**src/design/ohc_pkg.sv**
```systemverilog
// Shared types, widths and register codes for the 4x oversampled hard clipper.
`timescale 1ns / 1ps
`default_nettype none

package ohc_pkg;

    localparam int SAMPLE_W     = 16;
    localparam int CFG_IDX_W    = 1;
    localparam int CHANNELS_DEF = 2;
    localparam int SLOTS        = 2;   // the channel field is one bit wide
    localparam int POINTS       = 4;
    localparam int HIST_LEN     = 3;

    // Interpolation sums span up to four times a sample: two extra bits plus sign margin.
    localparam int PT_W  = SAMPLE_W + 3;
    // Filter sum spans up to sixteen times a sample.
    localparam int ACC_W = SAMPLE_W + 5;

    typedef logic signed [SAMPLE_W-1:0] sample_t;
    typedef sample_t points_t [POINTS];     // quarter, half, three-quarter, new point
    typedef sample_t hist_t [HIST_LEN];     // new, three-quarter, half of the prior step

    typedef enum logic [CFG_IDX_W-1:0] {
        REG_LOW_THR  = 1'b0,
        REG_HIGH_THR = 1'b1
    } cfg_reg_t;

    localparam sample_t LOW_THR_RST  = sample_t'(-32768);
    localparam sample_t HIGH_THR_RST = sample_t'(32767);
    localparam sample_t SAMPLE_MAX   = sample_t'(32767);
    localparam sample_t SAMPLE_MIN   = sample_t'(-32768);

endpackage

`default_nettype wire

```
**src/design/ohc_in_if.sv**
```systemverilog
// Input sample channel: valid/ready handshake carrying channel and sample.
`timescale 1ns / 1ps
`default_nettype none

interface ohc_in_if;

    logic             valid;
    logic             ready;
    logic             channel;
    ohc_pkg::sample_t sample_in;

    modport source (output valid, output channel, output sample_in, input ready);
    modport sink   (input valid, input channel, input sample_in, output ready);

endinterface

`default_nettype wire

```
**src/design/ohc_out_if.sv**
```systemverilog
// Result channel: valid/ready handshake carrying channel and filtered sample.
`timescale 1ns / 1ps
`default_nettype none

interface ohc_out_if;

    logic             valid;
    logic             ready;
    logic             channel_out;
    ohc_pkg::sample_t sample_out;

    modport source (output valid, output channel_out, output sample_out, input ready);
    modport sink   (input valid, input channel_out, input sample_out, output ready);

endinterface

`default_nettype wire

```
**src/design/ohc_interp_clip.sv**
```systemverilog
// Four-point linear interpolation toward the new sample, each point hard-clipped.
`timescale 1ns / 1ps
`default_nettype none

module ohc_interp_clip (
    input  ohc_pkg::sample_t prev,
    input  ohc_pkg::sample_t sample,
    input  ohc_pkg::sample_t low_thr,
    input  ohc_pkg::sample_t high_thr,
    output ohc_pkg::points_t points
);
    import ohc_pkg::*;

    logic signed [PT_W-1:0] p_ext;
    logic signed [PT_W-1:0] x_ext;
    logic signed [PT_W-1:0] sums [POINTS];
    logic signed [PT_W-1:0] rnd  [POINTS];
    sample_t                lowered [POINTS];

    assign p_ext = PT_W'(prev);
    assign x_ext = PT_W'(sample);

    // Weights (3,1), (2,2), (1,3), (0,4) on previous and new sample.
    assign sums[0] = (p_ext <<< 1) + p_ext + x_ext;
    assign sums[1] = (p_ext <<< 1) + (x_ext <<< 1);
    assign sums[2] = p_ext + (x_ext <<< 1) + x_ext;
    assign sums[3] = x_ext <<< 2;

    // Round to nearest with halves upward, then clamp low first and high last, so an
    // inverted pair of thresholds yields the high threshold.
    always_comb
    begin
        for (int i = 0; i < POINTS; i++)
        begin
            rnd[i]     = sums[i] + PT_W'(2);
            lowered[i] = ($signed(rnd[i][SAMPLE_W+1:2]) < low_thr) ? low_thr
                                                                   : $signed(rnd[i][SAMPLE_W+1:2]);
            points[i]  = (lowered[i] > high_thr) ? high_thr : lowered[i];
        end
    end

endmodule

`default_nettype wire

```
**src/design/ohc_decim.sv**
```systemverilog
// Seven-tap triangular decimator (1,2,3,4,3,2,1)/16 with rounding and saturation.
`timescale 1ns / 1ps
`default_nettype none

module ohc_decim (
    input  ohc_pkg::points_t points,
    input  ohc_pkg::hist_t   hist,
    output ohc_pkg::sample_t result
);
    import ohc_pkg::*;

    localparam int SH_W = ACC_W - 4;

    logic signed [ACC_W-1:0] q [POINTS];
    logic signed [ACC_W-1:0] h [HIST_LEN];
    logic signed [ACC_W-1:0] acc;
    logic signed [ACC_W-1:0] acc_rnd;
    logic signed [SH_W-1:0]  scaled;

    always_comb
    begin
        for (int i = 0; i < POINTS; i++)
        begin
            q[i] = ACC_W'(points[i]);
        end
        for (int i = 0; i < HIST_LEN; i++)
        begin
            h[i] = ACC_W'(hist[i]);
        end
    end

    // Taps oldest to newest: half, three-quarter, new of the prior step, then
    // quarter, half, three-quarter, new of this step.
    assign acc = h[2] + (h[1] <<< 1) + (h[0] <<< 1) + h[0]
               + (q[0] <<< 2) + (q[1] <<< 1) + q[1] + (q[2] <<< 1) + q[3];

    assign acc_rnd = acc + ACC_W'(8);
    assign scaled  = acc_rnd[ACC_W-1:4];

    always_comb
    begin
        if (scaled > SH_W'(SAMPLE_MAX))
        begin
            result = SAMPLE_MAX;
        end
        else if (scaled < SH_W'(SAMPLE_MIN))
        begin
            result = SAMPLE_MIN;
        end
        else
        begin
            result = scaled[SAMPLE_W-1:0];
        end
    end

endmodule

`default_nettype wire

```
**src/design/oversampled_hard_clipper_4x.sv**
```systemverilog
// Top level of the 4x oversampled hard clipper with triangular decimation.
//
// Usage: samples arrive on sample_ch, one beat per sample, tagged with a one-bit
// channel. Each beat produces exactly one beat on result_ch carrying the same
// channel bit and the clipped, filtered sample, in arrival order.
// Thresholds are set through cfg_we / cfg_index / cfg_data while no beat is in
// flight; index 0 is the low clip level and index 1 the high clip level.
// Data path: an accepted beat is registered, processed in one pass of
// combinational logic and loaded into the result register when the result
// stage is empty or being emptied, and is then offered on result_ch.
// Throughput: one beat per cycle, sustained while result_ch is ready, including
// back-to-back beats of the same channel; the per-channel history is written
// on the same edge that loads the result register, so the next beat sees it.
// Stalls: when result_ch is not ready, the result register holds its beat and
// the input register still takes one more beat; sample_ch drops ready only when
// both are full. No beat is lost or repeated.
// Reset: clears both stage valid flags, the per-channel previous samples and
// clipped history to zero, and the thresholds to full scale.
`timescale 1ns / 1ps
`default_nettype none

module oversampled_hard_clipper_4x #(
    parameter int CHANNELS = ohc_pkg::CHANNELS_DEF
) (
    input  wire logic                          clk,
    input  wire logic                          rst_n,
    input  wire logic                          cfg_we,
    input  wire logic [ohc_pkg::CFG_IDX_W-1:0] cfg_index,
    input  wire logic [ohc_pkg::SAMPLE_W-1:0]  cfg_data,
    ohc_in_if.sink                             sample_ch,
    ohc_out_if.source                          result_ch
);
    import ohc_pkg::*;

    // Threshold registers.
    sample_t low_thr_reg;
    sample_t high_thr_reg;

    // Input stage.
    logic    in_vld_reg;
    logic    in_ch_reg;
    sample_t in_smp_reg;

    // Result stage.
    logic    out_vld_reg;
    logic    out_ch_reg;
    sample_t out_smp_reg;

    // Per-channel state.
    sample_t prev_reg [SLOTS];
    hist_t   hist_reg [SLOTS];

    logic    advance;
    logic    slot;
    points_t points;
    sample_t filtered;

    // With a single channel every beat shares slot zero.
    assign slot    = (CHANNELS > 1) ? in_ch_reg : 1'b0;
    assign advance = in_vld_reg && (!out_vld_reg || result_ch.ready);

    assign sample_ch.ready = !in_vld_reg || advance;

    assign result_ch.valid       = out_vld_reg;
    assign result_ch.channel_out = out_ch_reg;
    assign result_ch.sample_out  = out_smp_reg;

    always_ff @(posedge clk or negedge rst_n)
    begin
        if (!rst_n)
        begin
            low_thr_reg  <= LOW_THR_RST;
            high_thr_reg <= HIGH_THR_RST;
        end
        else if (cfg_we)
        begin
            unique case (cfg_reg_t'(cfg_index))
                REG_LOW_THR:  low_thr_reg  <= sample_t'(cfg_data);
                REG_HIGH_THR: high_thr_reg <= sample_t'(cfg_data);
                default:      ;
            endcase
        end
    end

    // Stage valid flags.
    always_ff @(posedge clk or negedge rst_n)
    begin
        if (!rst_n)
        begin
            in_vld_reg  <= 1'b0;
            out_vld_reg <= 1'b0;
        end
        else
        begin
            if (sample_ch.ready)
            begin
                in_vld_reg <= sample_ch.valid;
            end
            if (advance)
            begin
                out_vld_reg <= 1'b1;
            end
            else if (result_ch.ready)
            begin
                out_vld_reg <= 1'b0;
            end
        end
    end

    // Stage payloads.
    always_ff @(posedge clk)
    begin
        if (sample_ch.valid && sample_ch.ready)
        begin
            in_ch_reg  <= sample_ch.channel;
            in_smp_reg <= sample_ch.sample_in;
        end
        if (advance)
        begin
            out_ch_reg  <= in_ch_reg;
            out_smp_reg <= filtered;
        end
    end

    // The history keeps this step's new, three-quarter and half points.
    always_ff @(posedge clk or negedge rst_n)
    begin
        if (!rst_n)
        begin
            for (int s = 0; s < SLOTS; s++)
            begin
                prev_reg[s] <= '0;
                for (int k = 0; k < HIST_LEN; k++)
                begin
                    hist_reg[s][k] <= '0;
                end
            end
        end
        else if (advance)
        begin
            prev_reg[slot]    <= in_smp_reg;
            hist_reg[slot][0] <= points[3];
            hist_reg[slot][1] <= points[2];
            hist_reg[slot][2] <= points[1];
        end
    end

    ohc_interp_clip u_interp_clip (
        .prev     (prev_reg[slot]),
        .sample   (in_smp_reg),
        .low_thr  (low_thr_reg),
        .high_thr (high_thr_reg),
        .points   (points)
    );

    ohc_decim u_decim (
        .points (points),
        .hist   (hist_reg[slot]),
        .result (filtered)
    );

endmodule

`default_nettype wire

```
**src/flat_wrapper.sv**
```systemverilog
// flat-port wrapper written by rule: the top's interface ports become plain ports
module oversampled_hard_clipper_4x_flat import ohc_pkg::*;
#(
    parameter int CHANNELS = ohc_pkg::CHANNELS_DEF
)
  (clk, rst_n, cfg_we, cfg_index, cfg_data, sample_ch_valid, sample_ch_channel, sample_ch_sample_in, sample_ch_ready, result_ch_valid, result_ch_channel_out, result_ch_sample_out, result_ch_ready);
  ohc_in_if sample_ch_i ();
  ohc_out_if result_ch_i ();
  input  wire logic clk;
  input  wire logic rst_n;
  input  wire logic cfg_we;
  input  wire logic [ohc_pkg::CFG_IDX_W-1:0] cfg_index;
  input  wire logic [ohc_pkg::SAMPLE_W-1:0] cfg_data;
  input wire logic [$bits(sample_ch_i.valid)-1:0] sample_ch_valid;
  input wire logic [$bits(sample_ch_i.channel)-1:0] sample_ch_channel;
  input wire logic [$bits(sample_ch_i.sample_in)-1:0] sample_ch_sample_in;
  output wire logic [$bits(sample_ch_i.ready)-1:0] sample_ch_ready;
  output wire logic [$bits(result_ch_i.valid)-1:0] result_ch_valid;
  output wire logic [$bits(result_ch_i.channel_out)-1:0] result_ch_channel_out;
  output wire logic [$bits(result_ch_i.sample_out)-1:0] result_ch_sample_out;
  input wire logic [$bits(result_ch_i.ready)-1:0] result_ch_ready;
  assign sample_ch_i.valid = sample_ch_valid;
  assign sample_ch_i.channel = sample_ch_channel;
  assign sample_ch_i.sample_in = sample_ch_sample_in;
  assign sample_ch_ready = sample_ch_i.ready;
  assign result_ch_valid = result_ch_i.valid;
  assign result_ch_channel_out = result_ch_i.channel_out;
  assign result_ch_sample_out = result_ch_i.sample_out;
  assign result_ch_i.ready = result_ch_ready;
  oversampled_hard_clipper_4x #(.CHANNELS(CHANNELS)) u_core (.clk(clk), .rst_n(rst_n), .cfg_we(cfg_we), .cfg_index(cfg_index), .cfg_data(cfg_data), .sample_ch(sample_ch_i), .result_ch(result_ch_i));
endmodule
```
**config.mk**
```make
export PLATFORM = sky130hd
export DESIGN_NAME = oversampled_hard_clipper_4x_flat
export DESIGN_NICKNAME = d
export VERILOG_FILES = /design/src/design/ohc_pkg.sv /design/src/design/ohc_in_if.sv /design/src/design/ohc_out_if.sv /design/src/design/ohc_interp_clip.sv /design/src/design/ohc_decim.sv /design/src/design/oversampled_hard_clipper_4x.sv /design/src/flat_wrapper.sv
export SDC_FILE = /design/constraint.sdc
export NUM_CORES = 1
export LEC_CHECK = 0
export BUFFER_PORTS_ARGS = -buffer_cell sky130_fd_sc_hd__buf_2
export CAP_MARGIN = 25
export CORE_ASPECT_RATIO = 1.2
export CORE_MARGIN = 8
export CORE_UTILIZATION = 61
export CTS_BUF_LIST = sky130_fd_sc_hd__clkbuf_8
export CTS_CLUSTER_DIAMETER = 150
export CTS_CLUSTER_SIZE = 24
export DETAILED_ROUTE_END_ITERATION = 16
export PLACE_DENSITY = 0.78
export SLEW_MARGIN = 20
export SYNTH_ARGS = -nofsm -noshare
export SYNTH_HDL_FRONTEND = slang
export SYNTH_SLANG_ARGS = --single-unit
```
**constraint.sdc**
```tcl
create_clock -name clk -period 19.25 [get_ports clk]
set_input_delay 4.8125 -clock clk [delete_from_list [all_inputs] [get_ports clk]]
set_output_delay 4.8125 -clock clk [all_outputs]
set_load 0.01 [all_outputs]
```
# Yosys cells after proc, flatten, opt, wreduce, memory -nomap -nowiden

Cells that the tools add are included.

Flip-flop bits (word level): 196
Input bits: 39
Output and inout port bits: 19
Word-level logic and storage cells: 87

Add/subtract/negate cells: 18
Order comparisons: 12
Mux-type cells: 29
Bitwise gates (word level): 2
Reductions and logical operators: 10

Operators by type and width:

| kind                  | count |
|---|---|
| $bwmux 96             | 3 |
| $mux 16               | 14 |
| $mux 48               | 4 |
| $demux 48 s1          | 3 |
| $add 18x3->18 const B | 4 |
| $gt 16x16->1          | 4 |
| $lt 16x16->1          | 4 |
| $add 21x16->21        | 2 |
| $add 21x17->21        | 2 |
| $add 16x17->18        | 2 |
| $add 18x16->18        | 2 |
| $bwmux 32             | 1 |
| $mux 32               | 1 |
| $add 20x18->21        | 1 |
| $add 21x5->21 const B | 1 |
| $add 19x16->20        | 1 |
| $add 18x17->19        | 1 |
| $add 17x16->18        | 1 |
| $add 17x17->18        | 1 |
| $gt 17x16->1 const B  | 1 |
| $lt 17x16->1 const B  | 1 |
| $demux 16 s1          | 1 |
| $reduce_and 2->1      | 2 |
| $logic_and 1x1->1     | 3 |
| other kinds (8)       | 11 |

# Depth between registers and ports, before layout

Gate-level depths: netlist of run 1.

Word-level depth: 19
Depth in mapped cells: 62
Depth with buffers taken out: 57

# Modules after synthesis

Synthesis of run 1 repeated with hierarchy kept, for this count alone.

Cell total of the unflattened synthesis: 1785
Area, all modules: 20141.8 µm²

Modules (own cells, without submodules):

| module                      | instances | cells an instance | area an instance (µm²) | sequential area each (µm²) |
|---|---|---|---|---|
| oversampled_hard_clipper_4x | 1         | 455               | 8279.2                 | 5094.9 |
| ohc_interp_clip             | 1         | 885               | 7636.1                 | 0.0 |
| ohc_decim                   | 1         | 445               | 4226.6                 | 0.0 |

# Worst setup path after synthesis of run 1

OpenSTA, ideal clock, no wires.

Path type: register to register
From: reg u_core.in_ch_reg
To: reg u_core.out_smp_reg[10], in the netlist u_core.result_ch.sample_out[10] (data pin)
Setup time: 0.261 ns
Data arrival time: 13.118 ns
Required time: 18.989 ns
Setup slack: 5.871 ns
Cell stages (with the launch flop): 57
Buffers on the path: 4
Clock period less this slack: 13.379 ns
Cells stage by stage: edfxtp_1 clkbuf_1 clkbuf_1 mux2i_1 inv_1 fa_1 ha_1 a21oi_1 o21bai_1 a21oi_1 o21ai_1 a41o_1 o41a_1 a41oi_1 nor2b_1 xnor2_1 ha_1 a21o_1 (+21 left out) fa_1 inv_1 fa_1 inv_1 ha_1 a21o_1 a21oi_1 nor2b_1 or4_1 a31o_2 a21oi_1 nor2b_1 a31oi_2 nor2_1 nor3_2 xnor2_1 buf_4 maj3_2

Word-level cells in the longest chain between the ends: 19
Elaborated cells between the ends (all ways): 39
Classes of those cells: add/sub: 17; order compare: 8; mux: 13; bitwise: 1

RTL lines:

| item                                       | RTL line                                                               | text |
|---|---|---|
| start: declaration                         | oversampled_hard_clipper_4x.sv:41                                      | `logic in_ch_reg;` |
| start signal: assignment                   | oversampled_hard_clipper_4x.sv:115                                     | `in_ch_reg <= sample_ch.channel;` |
| $not 1->2 (implied by the code) (*)        | oversampled_hard_clipper_4x.sv:149, oversampled_hard_clipper_4x.sv:158 |  |
| $mux 16 (implied by the code) (3 in a row) | oversampled_hard_clipper_4x.sv:149                                     | `.prev (prev_reg[slot]),` |
| $add 17x16->18                             | ohc_interp_clip.sv:24                                                  | `assign sums[0] = (p_ext <<< 1) + p_ext + x_ext;` |
| $add 18x16->18                             | ohc_interp_clip.sv:24                                                  |  |
| $add 18x3->18                              | ohc_interp_clip.sv:35                                                  | `rnd[i] = sums[i] + PT_W'(2);` |
| $lt 16x16->1                               | ohc_interp_clip.sv:36                                                  | `lowered[i] = ($signed(rnd[i][SAMPLE_W+1:2]) < low_thr) ? low_thr` |
| $mux 16                                    | ohc_interp_clip.sv:36                                                  |  |
| $gt 16x16->1                               | ohc_interp_clip.sv:38                                                  | `points[i] = (lowered[i] > high_thr) ? high_thr : lowered[i];` |
| $mux 16                                    | ohc_interp_clip.sv:38                                                  |  |
| $add 20x18->21                             | ohc_decim.sv:35                                                        | `+ (q[0] <<< 2) + (q[1] <<< 1) + q[1] + (q[2] <<< 1) + q[3];` |
| $add 21x17->21                             | ohc_decim.sv:35                                                        |  |
| $add 21x16->21                             | ohc_decim.sv:35                                                        |  |
| $add 21x17->21 (*)                         | ohc_decim.sv:35                                                        |  |
| $add 21x16->21 (*)                         | ohc_decim.sv:35                                                        |  |
| $add 21x5->21 (*)                          | ohc_decim.sv:37                                                        | `assign acc_rnd = acc + ACC_W'(8);` |
| $lt 17x16->1                               | ohc_decim.sv:46                                                        | `else if (scaled < SH_W'(SAMPLE_MIN))` |
| $mux 16                                    | ohc_decim.sv:46                                                        |  |
| end signal: assignment                     | oversampled_hard_clipper_4x.sv:121                                     | `out_smp_reg <= filtered;` |
| end: declaration                           | oversampled_hard_clipper_4x.sv:47                                      | `sample_t out_smp_reg;` |

Every way passes the cells marked *; elsewhere a longest branch is shown, timed or not. The select of a mux whose other input is x is not followed.
A chain may end at the register's enable or synchronous reset.

# Worst setup path in the final report of run 1

From: reg u_core.in_ch_reg
To: reg u_core.out_smp_reg[1], in the netlist u_core.result_ch.sample_out[1] (data pin)

The elaborated chain is that of the path after synthesis.

==> results of run 1 <==
[cells in the mapped netlist (5+ instances only)]
library cell / count / share of area, %
sky130_fd_sc_hd__inv_1: 276 / 5.4
sky130_fd_sc_hd__nand2_1: 232 / 4.6
sky130_fd_sc_hd__ha_1: 217 / 14
sky130_fd_sc_hd__mux2_2: 152 / 9.0
sky130_fd_sc_hd__dfrtp_1: 146 / 19
sky130_fd_sc_hd__fa_1: 146 / 15
sky130_fd_sc_hd__o21ai_0: 100 / 2.6
sky130_fd_sc_hd__a21oi_1: 86 / 2.3
sky130_fd_sc_hd__nor2_1: 69 / 1.4
sky130_fd_sc_hd__clkbuf_1: 50 / 0.98
sky130_fd_sc_hd__nand3_1: 49 / 1.3
sky130_fd_sc_hd__a21o_1: 47 / 1.8
sky130_fd_sc_hd__mux2i_1: 41 / 2.1
sky130_fd_sc_hd__o211ai_1: 38 / 1.5
sky130_fd_sc_hd__xnor2_1: 38 / 1.7
sky130_fd_sc_hd__edfxtp_1: 34 / 5.3
sky130_fd_sc_hd__nor2b_1: 26 / 0.85
sky130_fd_sc_hd__xor2_1: 20 / 0.92
sky130_fd_sc_hd__nand4_1: 19 / 0.62
sky130_fd_sc_hd__dfstp_2: 16 / 2.2
sky130_fd_sc_hd__o21a_1: 15 / 0.59
sky130_fd_sc_hd__nor3_1: 14 / 0.37
sky130_fd_sc_hd__nand2b_1: 12 / 0.39
sky130_fd_sc_hd__maj3_2: 10 / 0.59
sky130_fd_sc_hd__a31oi_1: 8 / 0.26
sky130_fd_sc_hd__and3_1: 6 / 0.20
sky130_fd_sc_hd__o21ai_1: 6 / 0.16
sky130_fd_sc_hd__a211oi_1: 5 / 0.20
sky130_fd_sc_hd__and4_1: 5 / 0.23
sky130_fd_sc_hd__buf_1: 5 / 0.098
sky130_fd_sc_hd__maj3_1: 5 / 0.26
sky130_fd_sc_hd__mux2_1: 5 / 0.29
sky130_fd_sc_hd__o21bai_1: 5 / 0.20
[metal layers]
layer / share of wire (%) / wire length [um]
met1: 42 / 19900
met4: 2.8 / 1320
met2: 51 / 23700
met5: 0 / 0
met3: 4.3 / 2010
[worst register-to-register path: cells and delay by family, from the launching register on]
| family | cells | cell delay, ns |
|---|---|---|
| XOR/XNOR | 1 | 0.09 |
| buffers and inverters | 9 | 1.76 |
| adder cells (fa/ha/maj) | 10 | 3.84 |
| flip-flops | 1 | 0.40 |
| AND/OR/NAND/NOR | 10 | 1.63 |
| AO/OA/AOI/OAI | 26 | 5.69 |
| multiplexers | 3 | 1.10 |
[through the flow]
stage / utilization [%] / setup WS, ns
floorplan: - / 5.87
global placement: 63.7 / 4.70
detailed placement: 63.7 / 4.63
CTS: 64.9 / 4.61
global route: 64.9 / 3.64
finish: 64.9 / 4.52
[worst paths after layout]
| kind | slack, ns | end | from | cells past startpoint |
|---|---|---|---|---|
| setup / recovery | 4.52 | u_core.result_ch.sample_out[1] | u_core.in_ch_reg | 59 |
| hold / removal | 0.48 | u_core.prev_reg[20] | u_core.prev_reg[20] | 2 |
| setup reg to reg | 4.52 | u_core.result_ch.sample_out[1] | u_core.in_ch_reg | 59 |
| hold reg to reg | 0.48 | u_core.prev_reg[20] | u_core.prev_reg[20] | 2 |
| max in group asynchronous | 13.52 | u_core.low_thr_reg[11] | rst_n | 2 |
| min in group asynchronous | 4.39 | u_core.low_thr_reg[1] | rst_n | 1 |
[cells by family (layout without fill, tap and decap cells)]
group,Yosys count,count (layout),share of synthesized area (%)
compound gates,342,342,11.3
xor+xnor,59,59,2.80
fa+ha+maj,378,378,30.4
buf+inv,335,381,6.68
flops,196,196,26.7
mux,200,200,11.6
simple gates,451,451,10.6
[final cells by class]
| cell class | count | area, um2 | area share (%) |
|---|---|---|---|
| Timing Repair Buffer | 72 | 408 | 2.02 |
| Sequential cell | 196 | 5090 | 25.2 |
| Clock inverter | 15 | 150 | 0.744 |
| Clock buffer | 17 | 234 | 1.16 |
| Multi-Input combinational cell | 1430 | 12800 | 63.2 |
| Inverter | 277 | 1040 | 5.15 |
| Tap cell | 401 | 502 | 2.48 |
==> impl_summary.txt, run 1 <==
----------------------------------------------------
[Status]
  Status ... finished, final reports clean

[Drt]
  Number of DRC violations after detailed routing ... 0
  Vias after detailed routing ... 14100
  DRT iter0 DRCs ... 981
  Drt via density ... 5.85
  Wirelength per Cell ... 19.5 um
  DR pass1 iterations ... 5
  Remaining antenna violation count after routing ... 0
  DRT Wirelength ... 47000 um

[Placed design]
  Hpwl dp ... 36900 um
  Cell area after placement ... 19800 um2
  Number of port buffers ... 57
  Placer Congestion ... 0.947
  Count of placed standard cells including taps ... 2376

[Yosys]
  Net Count, Synth ... 2363
  Synth Flop Type ... sky130_fd_sc_hd__dfrtp_1
  Per-instance average area after synthesis ... 9.74 um2
  Share of flip-flops with an asynchronous set or reset ... 82.7%
  Number of distinct library cells after synthesis ... 70
  Seq cells post-synth ... 196
  Cell area after synthesis ... 19100 um2
  Ys Warns ... 0
  Register area share after synthesis ... 26.7%
  Number of cells produced by synthesis ... 1961
  Number of enable-type register cells in the synthesized netlist ... 34

[Floorplan]
  Starting density of the core ... 61.4%
  Total number of placement rows ... 71
  Die area ... 37300 um2
  X dimension of the die ... 178 um
  Vertical die dimension ... 210 um
  Top-level port count ... 58
  Placeable Area ... 31100 um2

[STA]
  Final Skew ... 0.0202 ns
  Final count of hold timing violations ... 0
  Total Neg Setup Slack ... 0 ns
  Relative slew margins ... 26.4%
  Fmax achieved ... 67.9 MHz
  Period utilisation layout ... 76.5%
  Post-route worst hold slack ... 0.479 ns
  Slew at the pin closest to its max-slew limit ... 1.10 ns
  Max-slew violation count ... 0
  Final setup violating endpoints ... 0
  Tmin final ... 14.73 ns
  Setup repair after global routing missed its margin ... false

[Cells and area]
  Most used cells in the layout excluding fill and tap cells ... sky130_fd_sc_hd__inv_1, sky130_fd_sc_hd__nand2_1, sky130_fd_sc_hd__ha_1
  Number of inserted filler cells in the final layout ... 2486
  Share of final-layout standard cells stronger than drive strength 1 ... 15.0%
  Fin area ... 20200 um2
  Layout overhead on the synthesized area ... 5.70%
  Net total in the final layout ... 2396
  Non-filler cells, final ... 2408
  Commonest non-fill, non-tap cell in the layout ... sky130_fd_sc_hd__inv_1
  Inserted Diodes ... 0
  Flip-flop count of the largest register after layout ... 96

[Clock network]
  Num CTS Buffers ... 17
  Cell at the root of the clock tree ... sky130_fd_sc_hd__clkbuf_8
  Skew-Pair Late Insertion Delay ... 0.52 ns
  CTS H-Tree Depth ... 4
  CTS tree ... built
  Clock transition time at the flip-flop clock pins of the worst setup and hold paths ... 0.12 ns
  Hold-fix buffer count after cts ... 0
  Count of clock tree sinks ... 196
  Buffer depth of the longest clock path ... 2
  Number of gates given a new drive strength after cts ... 0
  Number of setup buffers added after CTS ... 0

[GRT]
  Maximum number of pins on one net before global-route repair ... 102
  Vias in the first global route ... 15000
  Met2 demand-to-capacity share in global routing ... 45.8%
  First-pass GRT wire length ... 77100 um
  Total global routing track utilization ... 26.2%
  Global-route met3 utilization ... 2.82%
  Overall overflow remaining after global route ... 0
  Number of antenna violations at the first check in global routing ... 0
  GR met1 Demand/Resource ... 32.9%
  Busiest metal layer after global routing ... met2

[Setup path]
  Critical path data required time ... 19.53 ns
  Data arrival time of the critical path ... 15.01 ns
  Maximum single-stage delay on the critical path ... 0.84 ns
  Worst setup EP type ... flip-flop
  CP bufs+invs ... 9
  CP max-delay cell ... sky130_fd_sc_hd__buf_4
  Worst-path fanout max ... 67
  Critical Path Source Type ... flip-flop
  Critical path start-end classification ... reg2reg
  Top cell family by delay on the critical path ... compound AO/OA/AOI/OAI gates

[Run]
  Max-Cap Viols ... 0

[Min path]
  Hold/Removal Path Class ... reg2reg

----------------------------------------------------
Power of run 1 is not shown: default switching activity piles up to over one toggle a cycle in this logic, so the estimate is an artifact.
==> run 2, diff against run 1 <==
==> constraint.sdc (replaced) <==
create_clock -name clk -period 14.9 [get_ports clk]
set_input_delay 3.725 -clock clk [delete_from_list [all_inputs] [get_ports clk]]
set_output_delay 3.725 -clock clk [all_outputs]
set_load 0.01 [all_outputs]
==> impl_summary.txt, run 2 (synthesis results as in run 1) <==
----------------------------------------------------
[Status]
  Status ... finished, final reports clean

[STA]
  Slew at the pin closest to its max-slew limit ... 1.01 ns (-0.0923 ns)
  Post-route worst hold slack ... 0.485 ns (+0.00546 ns)
  Final Skew ... 0.0216 ns (+0.00142 ns)
  Period utilisation layout ... 93.4% (+17 points)
  Total Neg Setup Slack ... 0 ns (unchanged)
  Final count of hold timing violations ... 0 (unchanged)
  Max-slew violation count ... 0 (unchanged)
  Tmin final ... 13.91 ns (-0.818 ns)
  Fmax achieved ... 71.9 MHz (+5.9%)
  Final setup violating endpoints ... 0 (unchanged)
  Relative slew margins ... 32.6% (+6.2 points)
  Setup repair after global routing missed its margin ... false

[GRT]
  First-pass GRT wire length ... 76500 um (-0.78%)
  Maximum number of pins on one net before global-route repair ... 86 (-16%)
  Number of antenna violations at the first check in global routing ... 0 (unchanged)
  Vias in the first global route ... 14900 (-0.32%)
  Overall overflow remaining after global route ... 0 (unchanged)
  Total global routing track utilization ... 26.0% (-0.13 points)

[Setup path]
  Maximum single-stage delay on the critical path ... 0.83 ns (about the same)
  Worst-path fanout max ... 62 (-7.5%)
  Critical path start-end classification ... reg2reg
  Critical path data required time ... 15.16 ns (-4.37 ns)
  CP max-delay cell ... sky130_fd_sc_hd__buf_4
  Critical Path Source Type ... flip-flop
  Top cell family by delay on the critical path ... adder cells
  Data arrival time of the critical path ... 14.17 ns (-0.84 ns)
  Worst setup EP type ... flip-flop
  Most frequent cell on the critical path ... sky130_fd_sc_hd__fa_1
  CP bufs+invs ... 7 (-2)
  Setup slack, reg-to-reg ... 0.99 ns (-3.53 ns)

[Cells and area]
  Flip-flop count of the largest register after layout ... 96 (unchanged)
  Share of final-layout standard cells stronger than drive strength 1 ... 15.3% (+0.25 points)
  Most used cells in the layout excluding fill and tap cells ... sky130_fd_sc_hd__inv_1, sky130_fd_sc_hd__nand2_1, sky130_fd_sc_hd__ha_1
  Non-filler cells, final ... 2414 (+0.25%)
  Number of inserted filler cells in the final layout ... 2495 (+0.36%)
  Inserted Diodes ... 0 (unchanged)
  Net total in the final layout ... 2402 (+0.25%)
  Layout overhead on the synthesized area ... 6.29%
  Commonest non-fill, non-tap cell in the layout ... sky130_fd_sc_hd__inv_1

[Placed design]
  Number of port buffers ... 57 (unchanged)
  Placer Congestion ... 0.961 (+1.4%)
  Hpwl dp ... 37400 um (+1.5%)
  Count of placed standard cells including taps ... 2381 (+0.21%)

[Clock network]
  Number of setup buffers added after CTS ... 0 (unchanged)
  CTS H-Tree Depth ... 4 (unchanged)
  Skew-Pair Late Insertion Delay ... 0.51 ns (about the same)
  Hold-fix buffer count after cts ... 0 (unchanged)
  Clock transition time at the flip-flop clock pins of the worst setup and hold paths ... 0.11 ns (about the same)
  Num CTS Buffers ... 17 (unchanged)
  Cell at the root of the clock tree ... sky130_fd_sc_hd__clkbuf_8
  Number of gates given a new drive strength after cts ... 0 (unchanged)
  CTS tree ... built
  Buffer depth of the longest clock path ... 2 (unchanged)
  Count of clock tree sinks ... 196 (unchanged)

[Drt]
  Drt via density ... 5.89 (+0.83%)
  Vias after detailed routing ... 14200 (+1.1%)
  Number of DRC violations after detailed routing ... 0 (unchanged)
  Wirelength per Cell ... 19.6 um (+0.52%)
  DRT Wirelength ... 47300 um (+0.77%)
  DRT iter0 DRCs ... 924 (-5.8%)
  Remaining antenna violation count after routing ... 0 (unchanged)
  DR pass1 iterations ... 6 (+1)

[Floorplan]
  X dimension of the die ... 178 um (unchanged)
  Vertical die dimension ... 210 um (unchanged)
  Starting density of the core ... 61.4% (unchanged)
  Placeable Area ... 31100 um2 (unchanged)
  Total number of placement rows ... 71 (unchanged)
  Top-level port count ... 58 (unchanged)
  Die area ... 37300 um2 (unchanged)

[Min path]
  Hold/Removal Path Class ... reg2reg

[Run]
  Max-Cap Viols ... 0 (unchanged)

----------------------------------------------------
## run 2: cell types whose count changed in the layout (fill, tap and decap cells not counted), sizes merged
cell,change
bufinv,+2
buf,+6
clkinv,-2
clkinvlp,+2
inv,-2
## run 2: final timing paths
path | from | end | depth (start not counted)
max | u_core.in_ch_reg | u_core.result_ch.sample_out[0] | 52
min | u_core.prev_reg[14] | u_core.prev_reg[14] | 2
max reg2reg | u_core.in_ch_reg | u_core.result_ch.sample_out[0] | 52
min reg2reg | u_core.prev_reg[14] | u_core.prev_reg[14] | 2
max in group asynchronous | rst_n | u_core.hist_reg[29] | 3
min in group asynchronous | rst_n | u_core.prev_reg[16] | 1
## run 2: per-layer routing
layer | up-vias | wire length [um] | global-route usage [%]
met1 | 7009 | 19700 | 32.1
met4 | 0 | 1720 | 10.1
li1 | 6730 | - | -
met3 | 90 | 2150 | 3.20
met2 | 399 | 23800 | 45.6
met5 | - | 0 | 0
## run 2: worst reg2reg max path: cells and delay by family (launching register included)
family	cells	cell delay (ns)
multiplexers	4	1.42
AND/OR/NAND/NOR	11	1.65
AO/OA/AOI/OAI	17	3.83
XOR/XNOR	3	0.36
flip-flops	1	0.56
buffers and inverters	7	1.53
adder cells (fa/ha/maj)	10	4.29
## run 2: area by class of cell
class	count	area (um2)	area share (%)
multi-input combinational	1430	12800	62.9
sequential	196	5090	25.1
inverter	277	1040	5.12
tap	401	502	2.47
timing repair buffer	78	473	2.33
clock buffer	17	234	1.15
clock inverter	15	199	0.980
## run 2: per-stage QoR
stage	cell area [um2]	worst slack, ns	utilization (%)
detailed placement	19800	1.09	63.8
finish	20300	0.991	65.3
global route	20300	0.264	65.3
global placement	19800	1.35	63.8
floorplan	19100	1.52	-
CTS	20300	1.06	65.2
Power of run 2 is left out for the same reason.
==> run 3, diff against run 2 <==
--- a/config.mk
+++ b/config.mk
@@ -9,12 +9,12 @@
 export CAP_MARGIN = 25
 export CORE_ASPECT_RATIO = 1.2
 export CORE_MARGIN = 8
-export CORE_UTILIZATION = 61
-export CTS_BUF_LIST = sky130_fd_sc_hd__clkbuf_8
+export CORE_UTILIZATION = 55
+export CTS_BUF_LIST = sky130_fd_sc_hd__clkbuf_16
 export CTS_CLUSTER_DIAMETER = 150
 export CTS_CLUSTER_SIZE = 24
 export DETAILED_ROUTE_END_ITERATION = 16
-export PLACE_DENSITY = 0.78
+export PLACE_DENSITY = 0.72
 export SLEW_MARGIN = 20
 export SYNTH_ARGS = -nofsm -noshare
 export SYNTH_HDL_FRONTEND = slang
==> impl_summary.txt, run 3 (synthesis results as in run 1) <==
----------------------------------------------------
[Clock network]
  CTS tree ... built
  CTS H-Tree Depth ... 4 (unchanged)
  Num CTS Buffers ... 17 (unchanged)
  Clock transition time at the flip-flop clock pins of the worst setup and hold paths ... 0.07 ns (-0.04 ns)
  Buffer depth of the longest clock path ... 2 (unchanged)
  Count of clock tree sinks ... 196 (unchanged)
  Hold-fix buffer count after cts ... 0 (unchanged)
  Cell at the root of the clock tree ... sky130_fd_sc_hd__clkbuf_16
  Skew-Pair Late Insertion Delay ... 0.46 ns (-0.05 ns)

[STA]
  Period utilisation layout ... 94.2% (+0.87 points)
  Max-slew violation count ... 0 (unchanged)
  Tmin final ... 14.04 ns (+0.130 ns)
  Final Skew ... 0.0127 ns (-0.00897 ns)
  Fmax achieved ... 71.2 MHz (-0.93%)
  Final setup violating endpoints ... 0 (unchanged)
  Relative slew margins ... 35.9% (+3.3 points)
  Slew at the pin closest to its max-slew limit ... 0.961 ns (-0.0497 ns)
  Setup repair after global routing missed its margin ... false
  Total Neg Setup Slack ... 0 ns (unchanged)
  Final count of hold timing violations ... 0 (unchanged)

[Setup path]
  Maximum single-stage delay on the critical path ... 0.64 ns (-0.19 ns)
  Critical path start-end classification ... reg2reg
  Critical Path Source Type ... flip-flop
  CP max-delay cell ... sky130_fd_sc_hd__a2111oi_1
  Worst setup EP type ... flip-flop
  CP bufs+invs ... 7 (unchanged)
  Worst-path fanout max ... 16 (-74%)
  Most frequent cell on the critical path ... sky130_fd_sc_hd__a21o_1
  Data arrival time of the critical path ... 14.25 ns (+0.08 ns)
  Top cell family by delay on the critical path ... compound AO/OA/AOI/OAI gates
  Critical path data required time ... 15.11 ns (-0.05 ns)

[Drt]
  Remaining antenna violation count after routing ... 0 (unchanged)
  Number of DRC violations after detailed routing ... 0 (unchanged)
  DRT Wirelength ... 48200 um (+1.9%)
  DRT iter0 DRCs ... 704 (-24%)
  Drt via density ... 5.69 (-3.5%)
  Vias after detailed routing ... 14100 (-1.2%)
  Wirelength per Cell ... 19.5 um (-0.45%)
  DR pass1 iterations ... 7 (+1)

[Run]
  Max-Cap Viols ... 0 (unchanged)

[GRT]
  Maximum number of pins on one net before global-route repair ... 85 (-1.2%)
  Total global routing track utilization ... 24.6% (-1.4 points)
  Overall overflow remaining after global route ... 0 (unchanged)
  Number of antenna violations at the first check in global routing ... 0 (unchanged)
  Vias in the first global route ... 15100 (+0.88%)
  First-pass GRT wire length ... 78200 um (+2.2%)

[Cells and area]
  Net total in the final layout ... 2403 (+0.042%)
  Inserted Diodes ... 0 (unchanged)
  Share of final-layout standard cells stronger than drive strength 1 ... 15.3% (about the same)
  Most used cells in the layout excluding fill and tap cells ... sky130_fd_sc_hd__inv_1, sky130_fd_sc_hd__nand2_1, sky130_fd_sc_hd__ha_1
  Flip-flop count of the largest register after layout ... 96 (unchanged)
  Commonest non-fill, non-tap cell in the layout ... sky130_fd_sc_hd__inv_1
  Fin area ... 20500 um2 (+0.96%)
  Layout overhead on the synthesized area ... 7.31%

[Floorplan]
  X dimension of the die ... 186 um (+4.8%)
  Vertical die dimension ... 220 um (+4.9%)
  Die area ... 41000 um2 (+10%)
  Placeable Area ... 34200 um2 (+9.9%)
  Starting density of the core ... 55.9% (-5.5 points)
  Top-level port count ... 58 (unchanged)
  Total number of placement rows ... 74 (+4.2%)

[Placed design]
  Cell area after placement ... 19900 um2 (+0.45%)
  Hpwl dp ... 38000 um (+1.6%)
  Placer Congestion ... 0.932 (-3.0%)
  Number of port buffers ... 57 (unchanged)

[Status]
  Status ... finished, final reports clean

[Min path]
  Hold/Removal Path Class ... reg2reg

----------------------------------------------------
==> run 3: per-layer routing <==
| metal | vias to the layer above | share of wire [%] | global-route usage, % |
|---|---|---|---|
| met5 | - | 0 | 0 |
| met3 | 56 | 3.8 | 2.84 |
| li1 | 6740 | - | - |
| met4 | 0 | 2.6 | 8.74 |
| met2 | 311 | 51 | 43.6 |
| met1 | 6944 | 43 | 30.6 |
==> run 3: metrics by stage <==
| step | util (%) | hold WS, ns | std cells | setup slack [ns] |
|---|---|---|---|---|
| 3_5_place_dp | 58.3 | 0.459 | 2438 | 0.713 |
| 3_3_place_gp | 58.3 | 0.454 | 2437 | 0.789 |
| 4_1_cts | 60.0 | 0.478 | 2470 | 0.651 |
| 6_report | 60.0 | 0.474 | 2470 | 0.861 |
| 5_1_grt | 60.0 | 0.495 | 2470 | 0.124 |
| 2_1_floorplan | - | 0.441 | 1961 | 1.52 |
==> run 3: what timing repair did <==
item / 4_1_cts / 5_1_grt
resized for setup: 0 / 1
buffers inserted: 0 / 0
endpoints found under the setup margin: 0 / 5
==> run 3: worst reg2reg max path: cells and delay by family, from the launching register on <==
family / cells / cell delay [ns]
DFF: 1 / 0.51
and+or+nand+nor: 10 / 1.62
AOI/OAI and AO/OA: 25 / 5.56
buffers and inverters: 7 / 0.71
muxes: 3 / 1.18
xor gates and xnor gates: 1 / 0.08
adders and majority gates: 10 / 4.15
==> run 3: layout make-up <==
| cell class | instances | area, um2 |
|---|---|---|
| Fill cell | 2913 | 13700 |
| Multi-Input combinational cell | 1430 | 12800 |
| Sequential cell | 196 | 5090 |
| Inverter | 277 | 1040 |
| Tap cell | 456 | 571 |
| Timing Repair Buffer | 79 | 464 |
| Clock buffer | 17 | 425 |
| Clock inverter | 15 | 134 |
==> run 3: final timing paths <==
check / startpoint / end / slack [ns] / cells past startpoint
max: u_core.in_ch_reg / u_core.result_ch.sample_out[1] / 0.86 / 56
min: u_core.prev_reg[30] / u_core.prev_reg[30] / 0.47 / 2
max reg2reg: u_core.in_ch_reg / u_core.result_ch.sample_out[1] / 0.86 / 56
min reg2reg: u_core.prev_reg[30] / u_core.prev_reg[30] / 0.47 / 2
max in group asynchronous: rst_n / u_core.hist_reg[76] / 10.35 / 2
min in group asynchronous: rst_n / u_core.prev_reg[2] / 3.30 / 1
Power of run 3 is left out for the same reason.
